===== config.mk =====
export PLATFORM = sky130hd
export DESIGN_NAME = ppm_header_parser
export DESIGN_NICKNAME = d
export VERILOG_FILES = /design/src/ppm_hdr_pkg.sv /design/src/ppm_hdr_queue.sv /design/src/ppm_hdr_front.sv /design/src/ppm_hdr_back.sv /design/src/ppm_header_parser.sv
export VERILOG_INCLUDE_DIRS = /design/src /design/src/src
export SDC_FILE = /design/constraint.sdc
export NUM_CORES = 1
export LEC_CHECK = 0
export BUFFER_PORTS_ARGS = -buffer_cell sky130_fd_sc_hd__buf_2
export CORE_ASPECT_RATIO = 0.9
export CORE_MARGIN = 1.5
export CORE_UTILIZATION = 60
export CTS_BUF_LIST = sky130_fd_sc_hd__clkbuf_16
export DETAILED_ROUTE_END_ITERATION = 16
export PLACE_DENSITY = 0.79
export SLEW_MARGIN = 25
export SYNTH_ARGS = -nofsm -noshare
export SYNTH_HDL_FRONTEND = slang
export SYNTH_SLANG_ARGS = --single-unit

===== constraint.sdc =====
create_clock -name clk -period 8 [get_ports clk]
set_input_delay 0.4 -clock clk [delete_from_list [all_inputs] [get_ports clk]]
set_output_delay 0.4 -clock clk [all_outputs]
set_load 0.01 [all_outputs]

===== src/ppm_header_parser_macros.svh =====
// Assertion helpers shared by the parser RTL.
`ifndef PPM_HEADER_PARSER_MACROS_SVH
`define PPM_HEADER_PARSER_MACROS_SVH

`ifndef SYNTHESIS

// Property must hold at every clock edge outside reset.
`define PPM_HDR_ASSERT(lbl, clk, rst_n, prop, msg) \
  lbl: assert property (@(posedge clk) disable iff (!rst_n) prop) else $error(msg);

// Condition must never be seen at a clock edge outside reset.
`define PPM_HDR_NEVER(lbl, clk, rst_n, cond, msg) \
  lbl: assert property (@(posedge clk) disable iff (!rst_n) !(cond)) else $error(msg);

`else

`define PPM_HDR_ASSERT(lbl, clk, rst_n, prop, msg)

`define PPM_HDR_NEVER(lbl, clk, rst_n, cond, msg)

`endif

`endif


===== src/ppm_hdr_pkg.sv =====
package ppm_hdr_pkg;

  // Field widths
  localparam int BYTE_W  = 8;
  localparam int VAL_W   = 16;
  localparam int STAT_W  = 2;
  localparam int LEN_W   = 11;
  localparam int PROD_W  = VAL_W + 4;

  // Longest line, newline excluded, is LINE_LIMIT - 1 bytes
  localparam int LINE_LIMIT = 1024;

  // Token queue between front and back end
  localparam int QUEUE_AW    = 1;
  localparam int QUEUE_DEPTH = 2 ** QUEUE_AW;
  localparam logic [QUEUE_AW:0] QUEUE_FULL = (QUEUE_AW + 1)'(QUEUE_DEPTH);

  // Character codes
  localparam logic [BYTE_W-1:0] CH_NL   = 8'h0A;
  localparam logic [BYTE_W-1:0] CH_SP   = 8'h20;
  localparam logic [BYTE_W-1:0] CH_HASH = 8'h23;
  localparam logic [BYTE_W-1:0] CH_TAB  = 8'h09;
  localparam logic [BYTE_W-1:0] CH_VT   = 8'h0B;
  localparam logic [BYTE_W-1:0] CH_FF   = 8'h0C;
  localparam logic [BYTE_W-1:0] CH_CR   = 8'h0D;
  localparam logic [BYTE_W-1:0] CH_ZERO = 8'h30;
  localparam logic [BYTE_W-1:0] CH_NINE = 8'h39;

  // Result status codes
  typedef enum logic [STAT_W-1:0] {
    ST_OK    = 2'd0,
    ST_EARLY = 2'd1,
    ST_LONG  = 2'd2
  } status_t;

  // Header line being parsed
  typedef enum logic [2:0] {
    LINE_TYPE = 3'b001,
    LINE_SIZE = 3'b010,
    LINE_MAXV = 3'b100
  } line_t;

  // Classified input byte
  typedef struct packed {
    logic [3:0] digit;
    logic       is_digit;
    logic       is_sp;
    logic       is_blank;
    logic       is_nl;
    logic       is_hash;
    logic       first;
    logic       last;
  } token_t;

endpackage


===== src/ppm_hdr_queue.sv =====
`include "ppm_header_parser_macros.svh"

module ppm_hdr_queue (
  input  logic              clk,
  input  logic              rst_n,
  input  logic              push,
  input  ppm_hdr_pkg::token_t push_tok,
  output logic              full,
  input  logic              pop,
  output ppm_hdr_pkg::token_t head_tok,
  output logic              empty
);
  import ppm_hdr_pkg::*;

  token_t                mem_r [QUEUE_DEPTH];
  logic [QUEUE_AW-1:0]   wr_ptr_r, wr_ptr_nxt;
  logic [QUEUE_AW-1:0]   rd_ptr_r, rd_ptr_nxt;
  logic [QUEUE_AW:0]     count_r, count_nxt;

  assign full     = (count_r == QUEUE_FULL);
  assign empty    = (count_r == '0);
  assign head_tok = mem_r[rd_ptr_r];

  // Pointer and occupancy update
  always_comb begin
    wr_ptr_nxt = push ? wr_ptr_r + 1'b1 : wr_ptr_r;
    rd_ptr_nxt = pop  ? rd_ptr_r + 1'b1 : rd_ptr_r;
    count_nxt  = count_r;
    if (push && !pop) begin
      count_nxt = count_r + 1'b1;
    end else if (pop && !push) begin
      count_nxt = count_r - 1'b1;
    end
  end

  always_ff @(posedge clk) begin
    if (!rst_n) begin
      wr_ptr_r <= '0;
      rd_ptr_r <= '0;
      count_r  <= '0;
    end else begin
      wr_ptr_r <= wr_ptr_nxt;
      rd_ptr_r <= rd_ptr_nxt;
      count_r  <= count_nxt;
    end
  end

  // Token storage, no reset needed
  always_ff @(posedge clk) begin
    if (push) begin
      mem_r[wr_ptr_r] <= push_tok;
    end
  end

  `PPM_HDR_NEVER(a_no_overflow, clk, rst_n, push && full, "token pushed into full queue")
  `PPM_HDR_NEVER(a_no_underflow, clk, rst_n, pop && empty, "token popped from empty queue")
  `PPM_HDR_ASSERT(a_count_bound, clk, rst_n, count_r <= QUEUE_FULL, "queue count out of range")

endmodule


===== src/ppm_hdr_front.sv =====
module ppm_hdr_front (
  input  logic                            clk,
  input  logic                            rst_n,
  input  logic                            in_tvalid,
  output logic                            in_tready,
  input  logic [ppm_hdr_pkg::BYTE_W-1:0]  in_tdata,
  input  logic                            in_tuser,
  input  logic                            in_tlast,
  input  logic                            pop,
  output ppm_hdr_pkg::token_t             head_tok,
  output logic                            empty
);
  import ppm_hdr_pkg::*;

  token_t tok;
  logic   full;
  logic   push;

  // Byte classification
  always_comb begin
    tok          = '0;
    tok.is_digit = (in_tdata >= CH_ZERO) && (in_tdata <= CH_NINE);
    tok.digit    = in_tdata[3:0];
    tok.is_sp    = (in_tdata == CH_SP);
    tok.is_blank = (in_tdata == CH_TAB) || (in_tdata == CH_VT) ||
                   (in_tdata == CH_FF)  || (in_tdata == CH_CR);
    tok.is_nl    = (in_tdata == CH_NL);
    tok.is_hash  = (in_tdata == CH_HASH);
    tok.first    = in_tuser;
    tok.last     = in_tlast;
  end

  assign in_tready = !full;
  assign push      = in_tvalid && !full;

  ppm_hdr_queue u_queue (
    .clk      (clk),
    .rst_n    (rst_n),
    .push     (push),
    .push_tok (tok),
    .full     (full),
    .pop      (pop),
    .head_tok (head_tok),
    .empty    (empty)
  );

endmodule


===== src/ppm_hdr_back.sv =====
`include "ppm_header_parser_macros.svh"

module ppm_hdr_back (
  input  logic                             clk,
  input  logic                             rst_n,
  input  ppm_hdr_pkg::token_t              head_tok,
  input  logic                             empty,
  output logic                             pop,
  output logic                             out_tvalid,
  input  logic                             out_tready,
  output logic [4*ppm_hdr_pkg::VAL_W-1:0]  out_tdata,
  output logic [ppm_hdr_pkg::STAT_W-1:0]   out_tuser
);
  import ppm_hdr_pkg::*;

  // Parse state
  line_t              line_r, line_nxt;
  logic               at_start_r, at_start_nxt;
  logic               in_cmt_r, in_cmt_nxt;
  logic               phase_r, phase_nxt;
  logic               begun_r, begun_nxt;
  logic               ended_r, ended_nxt;
  logic [VAL_W-1:0]   w_r, w_nxt;
  logic [VAL_W-1:0]   h_r, h_nxt;
  logic [VAL_W-1:0]   m_r, m_nxt;
  logic [LEN_W-1:0]   len_r, len_nxt;
  logic [VAL_W-1:0]   cnt_r, cnt_nxt;
  logic               fin_r, fin_nxt;

  // Output register
  logic                 ovalid_r, ovalid_nxt;
  logic [4*VAL_W-1:0]   odata_r;
  status_t              ostat_r;

  // State after an optional new-file clear
  line_t              line_e;
  logic               at_start_e, in_cmt_e, phase_e, begun_e, ended_e, fin_e;
  logic [VAL_W-1:0]   w_e, h_e, m_e, cnt_e;
  logic [LEN_W-1:0]   len_e;

  logic               res_load;
  status_t            res_stat;
  logic [VAL_W-1:0]   acc_sel;
  logic [PROD_W-1:0]  prod;
  logic [VAL_W-1:0]   acc_new;
  logic               cmt;
  logic               feed;
  logic               too_long;

  assign pop = !empty && (!ovalid_r || out_tready);

  always_comb begin
    if (head_tok.first) begin
      line_e = LINE_TYPE; at_start_e = 1'b1; in_cmt_e = 1'b0; phase_e = 1'b0;
      begun_e = 1'b0; ended_e = 1'b0; w_e = '0; h_e = '0; m_e = '0;
      len_e = '0; cnt_e = '0; fin_e = 1'b0;
    end else begin
      line_e = line_r; at_start_e = at_start_r; in_cmt_e = in_cmt_r; phase_e = phase_r;
      begun_e = begun_r; ended_e = ended_r; w_e = w_r; h_e = h_r; m_e = m_r;
      len_e = len_r; cnt_e = cnt_r; fin_e = fin_r;
    end
  end

  // Shared multiply-by-ten accumulate, saturating
  always_comb begin
    acc_sel = (line_e == LINE_MAXV) ? m_e : (phase_e ? h_e : w_e);
    prod    = {1'b0, acc_sel, 3'b000} + {3'b000, acc_sel, 1'b0} + PROD_W'(head_tok.digit);
    acc_new = (prod > PROD_W'({VAL_W{1'b1}})) ? {VAL_W{1'b1}} : prod[VAL_W-1:0];
  end

  assign too_long = ({1'b0, len_e} + (LEN_W + 1)'(1)) >= (LEN_W + 1)'(LINE_LIMIT);

  // One header byte per pop
  always_comb begin
    line_nxt = line_e; at_start_nxt = at_start_e; in_cmt_nxt = in_cmt_e;
    phase_nxt = phase_e; begun_nxt = begun_e; ended_nxt = ended_e;
    w_nxt = w_e; h_nxt = h_e; m_nxt = m_e; len_nxt = len_e;
    cnt_nxt = cnt_e; fin_nxt = fin_e;
    res_load = 1'b0;
    res_stat = ST_OK;
    cmt      = in_cmt_e;
    feed     = 1'b0;
    if (!fin_e) begin
      cnt_nxt = (cnt_e == {VAL_W{1'b1}}) ? cnt_e : cnt_e + 1'b1;
      if (head_tok.is_nl) begin
        if (in_cmt_e) begin
          in_cmt_nxt = 1'b0;
        end else if (line_e == LINE_MAXV) begin
          res_load = 1'b1;
        end else begin
          unique case (line_e)
            LINE_TYPE: line_nxt = LINE_SIZE;
            LINE_SIZE: line_nxt = LINE_MAXV;
            default:   line_nxt = line_e;
          endcase
          phase_nxt = 1'b0;
          begun_nxt = 1'b0;
          ended_nxt = 1'b0;
        end
        at_start_nxt = 1'b1;
        len_nxt      = '0;
        if (!res_load && head_tok.last) begin
          res_load = 1'b1;
          res_stat = ST_EARLY;
        end
      end else if (too_long) begin
        res_load = 1'b1;
        res_stat = ST_LONG;
      end else begin
        len_nxt      = len_e + 1'b1;
        cmt          = in_cmt_e || (at_start_e && head_tok.is_hash);
        in_cmt_nxt   = cmt;
        at_start_nxt = 1'b0;
        if (!cmt) begin
          if (line_e == LINE_SIZE && !phase_e && head_tok.is_sp) begin
            // first space ends the width
            phase_nxt = 1'b1;
            begun_nxt = 1'b0;
            ended_nxt = 1'b0;
          end else if ((line_e == LINE_SIZE || line_e == LINE_MAXV) && !ended_e) begin
            if (head_tok.is_digit) begin
              feed      = 1'b1;
              begun_nxt = 1'b1;
            end else if (!begun_e && (head_tok.is_sp || head_tok.is_blank)) begin
              // leading blank skipped
            end else begin
              ended_nxt = 1'b1;
            end
          end
        end
        if (feed) begin
          if (line_e == LINE_MAXV) begin
            m_nxt = acc_new;
          end else if (phase_e) begin
            h_nxt = acc_new;
          end else begin
            w_nxt = acc_new;
          end
        end
        if (head_tok.last) begin
          res_load = 1'b1;
          res_stat = ST_EARLY;
        end
      end
      if (res_load) begin
        fin_nxt = 1'b1;
      end
    end
  end

  always_ff @(posedge clk) begin
    if (!rst_n) begin
      line_r <= LINE_TYPE; at_start_r <= 1'b1; in_cmt_r <= 1'b0; phase_r <= 1'b0;
      begun_r <= 1'b0; ended_r <= 1'b0; w_r <= '0; h_r <= '0; m_r <= '0;
      len_r <= '0; cnt_r <= '0; fin_r <= 1'b0;
    end else if (pop) begin
      line_r <= line_nxt; at_start_r <= at_start_nxt; in_cmt_r <= in_cmt_nxt;
      phase_r <= phase_nxt; begun_r <= begun_nxt; ended_r <= ended_nxt;
      w_r <= w_nxt; h_r <= h_nxt; m_r <= m_nxt; len_r <= len_nxt;
      cnt_r <= cnt_nxt; fin_r <= fin_nxt;
    end
  end

  // Result register: loads on a result, clears on transfer
  always_comb begin
    ovalid_nxt = ovalid_r;
    if (pop && res_load) begin
      ovalid_nxt = 1'b1;
    end else if (out_tready) begin
      ovalid_nxt = 1'b0;
    end
  end

  always_ff @(posedge clk) begin
    if (!rst_n) begin
      ovalid_r <= 1'b0;
    end else begin
      ovalid_r <= ovalid_nxt;
    end
  end

  always_ff @(posedge clk) begin
    if (pop && res_load) begin
      if (res_stat == ST_OK) begin
        odata_r <= {cnt_nxt, m_e, h_e, w_e};
      end else begin
        odata_r <= {cnt_nxt, {3*VAL_W{1'b0}}};
      end
      ostat_r <= res_stat;
    end
  end

  assign out_tvalid = ovalid_r;
  assign out_tdata  = odata_r;
  assign out_tuser  = ostat_r;

  `PPM_HDR_NEVER(a_no_result_when_done, clk, rst_n,
                 pop && res_load && fin_r && !head_tok.first, "result after finished header")
  `PPM_HDR_ASSERT(a_ok_on_maxval, clk, rst_n,
                  (pop && res_load && res_stat == ST_OK) |-> (line_e == LINE_MAXV && head_tok.is_nl),
                  "ok result off the maxval newline")
  `PPM_HDR_NEVER(a_no_overwrite, clk, rst_n,
                 pop && res_load && ovalid_r && !out_tready, "pending result overwritten")

endmodule


===== src/ppm_header_parser.sv =====
// PPM header parser: takes a PPM file one byte per transfer (in_tuser marks
// the first byte of a file, in_tlast the last available byte), skips '#'
// comment lines, and after the newline that ends the maxval line gives one
// result with width, height, maxval and the header byte count; truncated
// data or a line of LINE_LIMIT bytes or more gives an error status instead,
// and later bytes are dropped until the next first byte. One byte is taken
// every clock cycle while in_tready is high; the byte that ends the header
// is held in the classify queue, then goes through the parse stage and its
// multiply-by-ten accumulate into the result register. out_tready low stalls
// the input only once the two-entry queue behind the result register fills.
module ppm_header_parser (
  input  logic                             clk,
  input  logic                             rst_n,
  input  logic                             in_tvalid,
  output logic                             in_tready,
  input  logic [ppm_hdr_pkg::BYTE_W-1:0]   in_tdata,   // data_byte
  input  logic                             in_tuser,   // first_byte
  input  logic                             in_tlast,
  output logic                             out_tvalid,
  input  logic                             out_tready,
  // image_width, image_height, max_value, header_bytes
  output logic [4*ppm_hdr_pkg::VAL_W-1:0]  out_tdata,
  output logic [ppm_hdr_pkg::STAT_W-1:0]   out_tuser   // status
);
  import ppm_hdr_pkg::*;

  token_t head_tok;
  logic   empty;
  logic   pop;

  ppm_hdr_front u_front (
    .clk       (clk),
    .rst_n     (rst_n),
    .in_tvalid (in_tvalid),
    .in_tready (in_tready),
    .in_tdata  (in_tdata),
    .in_tuser  (in_tuser),
    .in_tlast  (in_tlast),
    .pop       (pop),
    .head_tok  (head_tok),
    .empty     (empty)
  );

  ppm_hdr_back u_back (
    .clk        (clk),
    .rst_n      (rst_n),
    .head_tok   (head_tok),
    .empty      (empty),
    .pop        (pop),
    .out_tvalid (out_tvalid),
    .out_tready (out_tready),
    .out_tdata  (out_tdata),
    .out_tuser  (out_tuser)
  );

endmodule


Word level (Yosys, flattened, before mapping) --
Memory sizes are Yosys's and may differ from the RTL's. A register that Yosys moved wholly into a read port is not among the register bits. Index checks and enable logic that the tools add are counted.
Word-level totals: input port bits 14, memories 1, word-level logic and storage cells 183, bits in registers 155, output and inout bits 68, bits in writable memories 22
Operators by class: reductions and logical operators 32, magnitude comparators 4, equal/unequal tests 12, add/subtract/negate cells 9, muxes and demuxes 106
Memory list:
- u_front.u_queue.mem_r | words 2, width 11, rd ports 1, clocked after Yosys merged registers in 1, write ports 1, line ppm_hdr_queue.sv:15 | token_t mem_r [QUEUE_DEPTH];
Operator list (number):
- $mux 16 | 26
- $mux 1 | 65
- $mux 11 | 4
- $eq 8x4->1 const B | 5
- $add 19x17->20 | 1
- $add 20x4->20 | 1
- $gt 20x16->1 const B | 1
- $add 16x1->16 const B | 1
- $eq 16x16->1 const B | 1
- $eq 8x6->1 const B | 2
- $mux 3 | 5
- $add 11x1->12 const B | 1
- $ge 12x11->1 const B | 1
- $logic_and 1x1->1 | 12
- $add 11x1->11 const B | 1
- $mux 2 | 5
- $logic_not 1->1 | 9
- $ge 8x6->1 const B | 1
- $le 8x6->1 const B | 1
- $logic_or 1x1->1 | 7
- $pmux 3 s2 | 1
- $logic_not 2->1 | 2
- $reduce_bool 2->1 | 2
- $eq 3x1->1 const B | 1
- other kinds (6) | 7

Depth between registers and ports, before layout --
word-level depth 14, depth in mapped cells 20, mapped depth without buffers 15

Modules after synthesis --
A second synthesis with hierarchy kept.
Unflattened totals: cells, all modules 925, area total of the unflattened synthesis 9228.9 µm²
By module, submodules not included:
- ppm_hdr_back | times used 1, seq. area each 3683.5 µm², area each 8096.5 µm², cells an instance 853
- ppm_hdr_queue | times used 1, seq. area each 760.7 µm², area each 1008.5 µm², cells an instance 56
- ppm_hdr_front | times used 1, seq. area each 0.0 µm², area each 123.9 µm², cells an instance 16

Worst setup path before layout --
Ideal clock, no wire load.
path type reg2reg, start register (tool-made name), end register u_back.odata_r[0], in the netlist u_back.out_tdata[0] (enable), setup slack 1462 ps, arrival 6046 ps, stages on the path, launching flop included 15, library setup time 492 ps, path buffers 5, data required time 7508 ps, clock period less this slack 6538 ps, cells stage by stage dfxtp_1 > buf_6 > mux2i_2 > buf_2 > clkbuf_1 > clkbuf_1 > buf_1 > and2_1 > ha_1 > nand3_1 > nor4_1 > mux2i_1 > nor2_1 > o21ai_0 > nor2_1
RTL lines:
- end signal, assigned | line ppm_hdr_back.sv:185 | odata_r <= {cnt_nxt, m_e, h_e, w_e};
- end signal, assigned | line ppm_hdr_back.sv:187 | odata_r <= {cnt_nxt, {3*VAL_W{1'b0}}};
- end, declared | line ppm_hdr_back.sv:32 | logic [4*VAL_W-1:0] odata_r;

==> summary.txt <==
Clocking
  – Setup repair bufs after CTS: 0
  – CTS buffer count: 17
  – Worst skew pair latency: 0.45 ns
  – CTS sink cnt: 178
  – Reg clk slew, reported paths: 0.07 ns
  – H-tree depth: 4
  – CTS resizes: 0
  – Clock buffer depth: 2
  – Cts hold-fix bufs: 0
  – CTS tree: yes
  – Root Buffer: clkbuf_16

Power
  – Cell Int Power: 1.81 mW
  – Max VDD drop: 0.177 mV
  – Clock share of power: 30.2%
  – Power per cell area: 268 mW/mm^2
  – Reg power frac: 42.8%
  – Leakage: 3.89 nW
  – Combinational power share: 27.0%
  – Switching Share: 35.9%
  – Sw power: 1.02 mW

GRT
  – GRT Total Usage: 28.8%
  – Vias in the first global route: 6,974
  – GRT Residual Overflow: 0
  – Largest net degree at the start of global routing: 58
  – Global-route wire length before repair: 36,700 um
  – Initial antenna violation count: 0

Yosys
  – Adder-Cell Fraction of Synth Area: 4.93%
  – Netlist cell types: 66
  – Top cell type's share of synthesized area: 28.0%
  – Post-Syn Area: 0.00943 mm^2
  – Synth warn: 0
  – Xor/xnor share of the synthesized area: 2.79%
  – Syn nets: 1,019
  – Synth area leader: edfxtp_1
  – Synth Area in Simple Gates: 19.4%
  – Mean Syn Cell Area: 9.73 um^2
  – Sequential share of the synthesized area: 47.1%
  – Post-synth top cells: nand2_1, dfxtp_1, edfxtp_1
  – Post-synth EDFFs: 88
  – Ys flop type: dfxtp_1
  – Synth Area in Compound Gates: 18.5%
  – Synth top area cells: edfxtp_1, dfxtp_1, ha_1
  – Ys async rst share: 0%
  – Main combinational cell family by area after synthesis: simple AND/OR/NAND/NOR gates
  – Flops & latches, synth: 178
  – Count leader, synth: nand2_1
  – Post-Syn Instances: 969
  – Multiplexer area fraction after synthesis: 3.89%

Hold path
  – Hold EP: u_front.u_queue.mem_r[0][0]
  – Worst hold start: in_tlast
  – HP Class: input pin to flip-flop
  – Hold depth: 1

Worst setup path
  – Crit Path Class: flip-flop to flip-flop
  – Crit path cell chain: mux2_4, nor3_2, buf_4, nand2_1, nand2_1, inv_1, fa_1, inv_1, fa_1, a211oi_1, nor3_1, or2_2, a32oi_1, o21a_1, nor3_2, a221oi_1
  – Largest delay share family, worst path: compound AO/OA/AOI/OAI gates
  – CP endpoint kind: flip-flop
  – Critical path's slowest cell: dfxtp_1
  – R2R Path End: u_back.w_r[9]
  – Crit path largest cell delay: 0.77 ns
  – Cell count along the critical path: 16
  – CP Max Fanout: 55
  – Crit path launch type: flip-flop
  – Crit path buf inv count: 3
  – FF-to-FF path depth: 16
  – Crit path required time: 8.35 ns
  – Flop2flop setup slack: 2.39 ns
  – Arrival time worst endpoint: 5.96 ns

Die
  – Initial Utilization: 61.3%
  – Die area: 0.0165 mm^2
  – Die width: 135 um
  – CORE AREA: 0.0154 mm^2
  – DIE HEIGHT: 122 um
  – I/O pins: 82
  – Rows: 43

Placed design
  – # port buffers: 81
  – Hpwl dp: 15,700 um
  – Placed instance area: 0.00992 mm^2
  – Routability cong.: 0.911
  – Placed Instances: 1,199

Final layout
  – Area grow syn2layout: 11.7%
  – Fin nets: 1,066
  – Final cell utilization of the core: 68.5%
  – Layout Cell Area excl Fill: 0.0105 mm^2
  – Share of cells above drive strength 1: 15.6%
  – Final non-filler cell total: 1,231
  – Antenna diodes: 0

Routing
  – Vias/cell: 6.39
  – DRC viols: 0
  – WL final: 23,100 um
  – Final ANT Viol Nets: 0
  – Pre-antenna DRT Iters: 6
  – DRT iter0 DRCs: 826
  – Routed wire per std cell: 18.8 um
  – Via count: 7,863

Run status
  – Status: complete, no violations

STA
  – Worst Skew: 0.0124 ns
  – Min cycle time layout: 5.61 ns
  – Worst Tran Pin Value: 1.01 ns
  – Setup-failing EPs final: 0
  – Tcrit/Tclk final: 70.1%
  – Setup_tns: 0 ns
  – Max_slew headroom: 32.8%
  – Pins Over Slew Limit: 0
  – Final hold vios: 0
  – Fmax: 178 MHz
  – RSZ-0062 raised after global routing: false

Job
  – Max_cap viols: 0
-- state kept, by name, indices dropped and copies added, names as in the netlist, named ones only --
name and flops:
u_back.fin_r 1, u_back.at_start_r 1, u_front.u_queue.count_r 2, u_back.cnt_r 16, u_front.u_queue.mem_r 22, u_back.out_tuser 2, u_back.len_r 11, u_back.in_cmt_r 1
u_back.m_r 16, u_back.phase_r 1, u_back.w_r 16, u_back.ended_r 1, u_back.out_tdata 64, u_front.u_queue.wr_ptr_r 1, u_back.out_tvalid 1, u_back.line_r 3
u_front.u_queue.rd_ptr_r 1, u_back.begun_r 1, u_back.h_r 16
-- final cells by class --
| class | instances | area [um^2] |
|---|---|---|
| clock buffer | 17 | 425 |
| clock inverter | 15 | 185 |
| fill | 1187 | 4850 |
| inverter | 13 | 48.8 |
| multi-input combinational | 715 | 4700 |
| sequential | 178 | 4440 |
| tap | 202 | 253 |
| timing repair buffer | 91 | 480 |
-- cell usage in the layout, fill, tap and decap left out, types with 16 or more instances in the layout --
cell type	instances
a21oi_1	73
and2_1	56
buf_2	81
clkbuf_16	17
dfxtp_1	90
edfxtp_1	88
ha_1	34
mux2i_1	21
nand2_1	97
nand3_1	32
nor2_1	74
nor3_1	17
nor4_1	23
o21ai_0	39
o2bb2ai_1	27
o31ai_1	16
xor2_1	16
-- worst max-delay path by stage --
stage	end	slack, ns
floorplan	u_back.out_tdata[0]	1.46
global placement	u_back.m_r[9]	2.60
detailed placement	u_back.w_r[9]	2.47
CTS	u_back.w_r[9]	2.45
global route	u_back.w_r[9]	2.05
finish	u_back.w_r[9]	2.39
-- power by group through the flow --
stage	Sequential [mW]	Clock, mW	Combinational [mW]
6_report	1.21	0.853	0.763
5_1_grt	1.23	0.894	0.831
4_1_cts	1.21	0.857	0.754
3_5_place_dp	1.23	0	0.748
3_3_place_gp	1.22	0	0.736
2_1_floorplan	1.26	0	0.469
-- per-layer routing --
| metal | vias up | GRT usage [%] | part of all wire [%] |
|---|---|---|---|
| met1 | 3673 | 41.6 | 45 |
| met3 | 40 | 7.70 | 10 |
| met5 | - | 0 | 0 |
| met2 | 442 | 42.1 | 43 |
| li1 | 3708 | - | - |
| met4 | 0 | 9.21 | 2.1 |
-- stage by stage --
step / hold slack, ns / power [mW] / worst slack, ns
5_1_grt: 0.138 / 2.95 / 2.05
3_5_place_dp: 0.466 / 1.98 / 2.47
6_report: 0.141 / 2.83 / 2.39
3_3_place_gp: 0.463 / 1.96 / 2.60
2_1_floorplan: 0.445 / 1.73 / 1.46
4_1_cts: 0.137 / 2.82 / 2.45
-- logic make-up after synthesis --
family	Yosys count
and+or+nand+nor	363
adders and majority gates	36
muxes	34
DFF	178
AOI/OAI and AO/OA	252
buffers and inverters	76
xor gates and xnor gates	30
No activity file was read; power rests on OpenSTA's default activity.
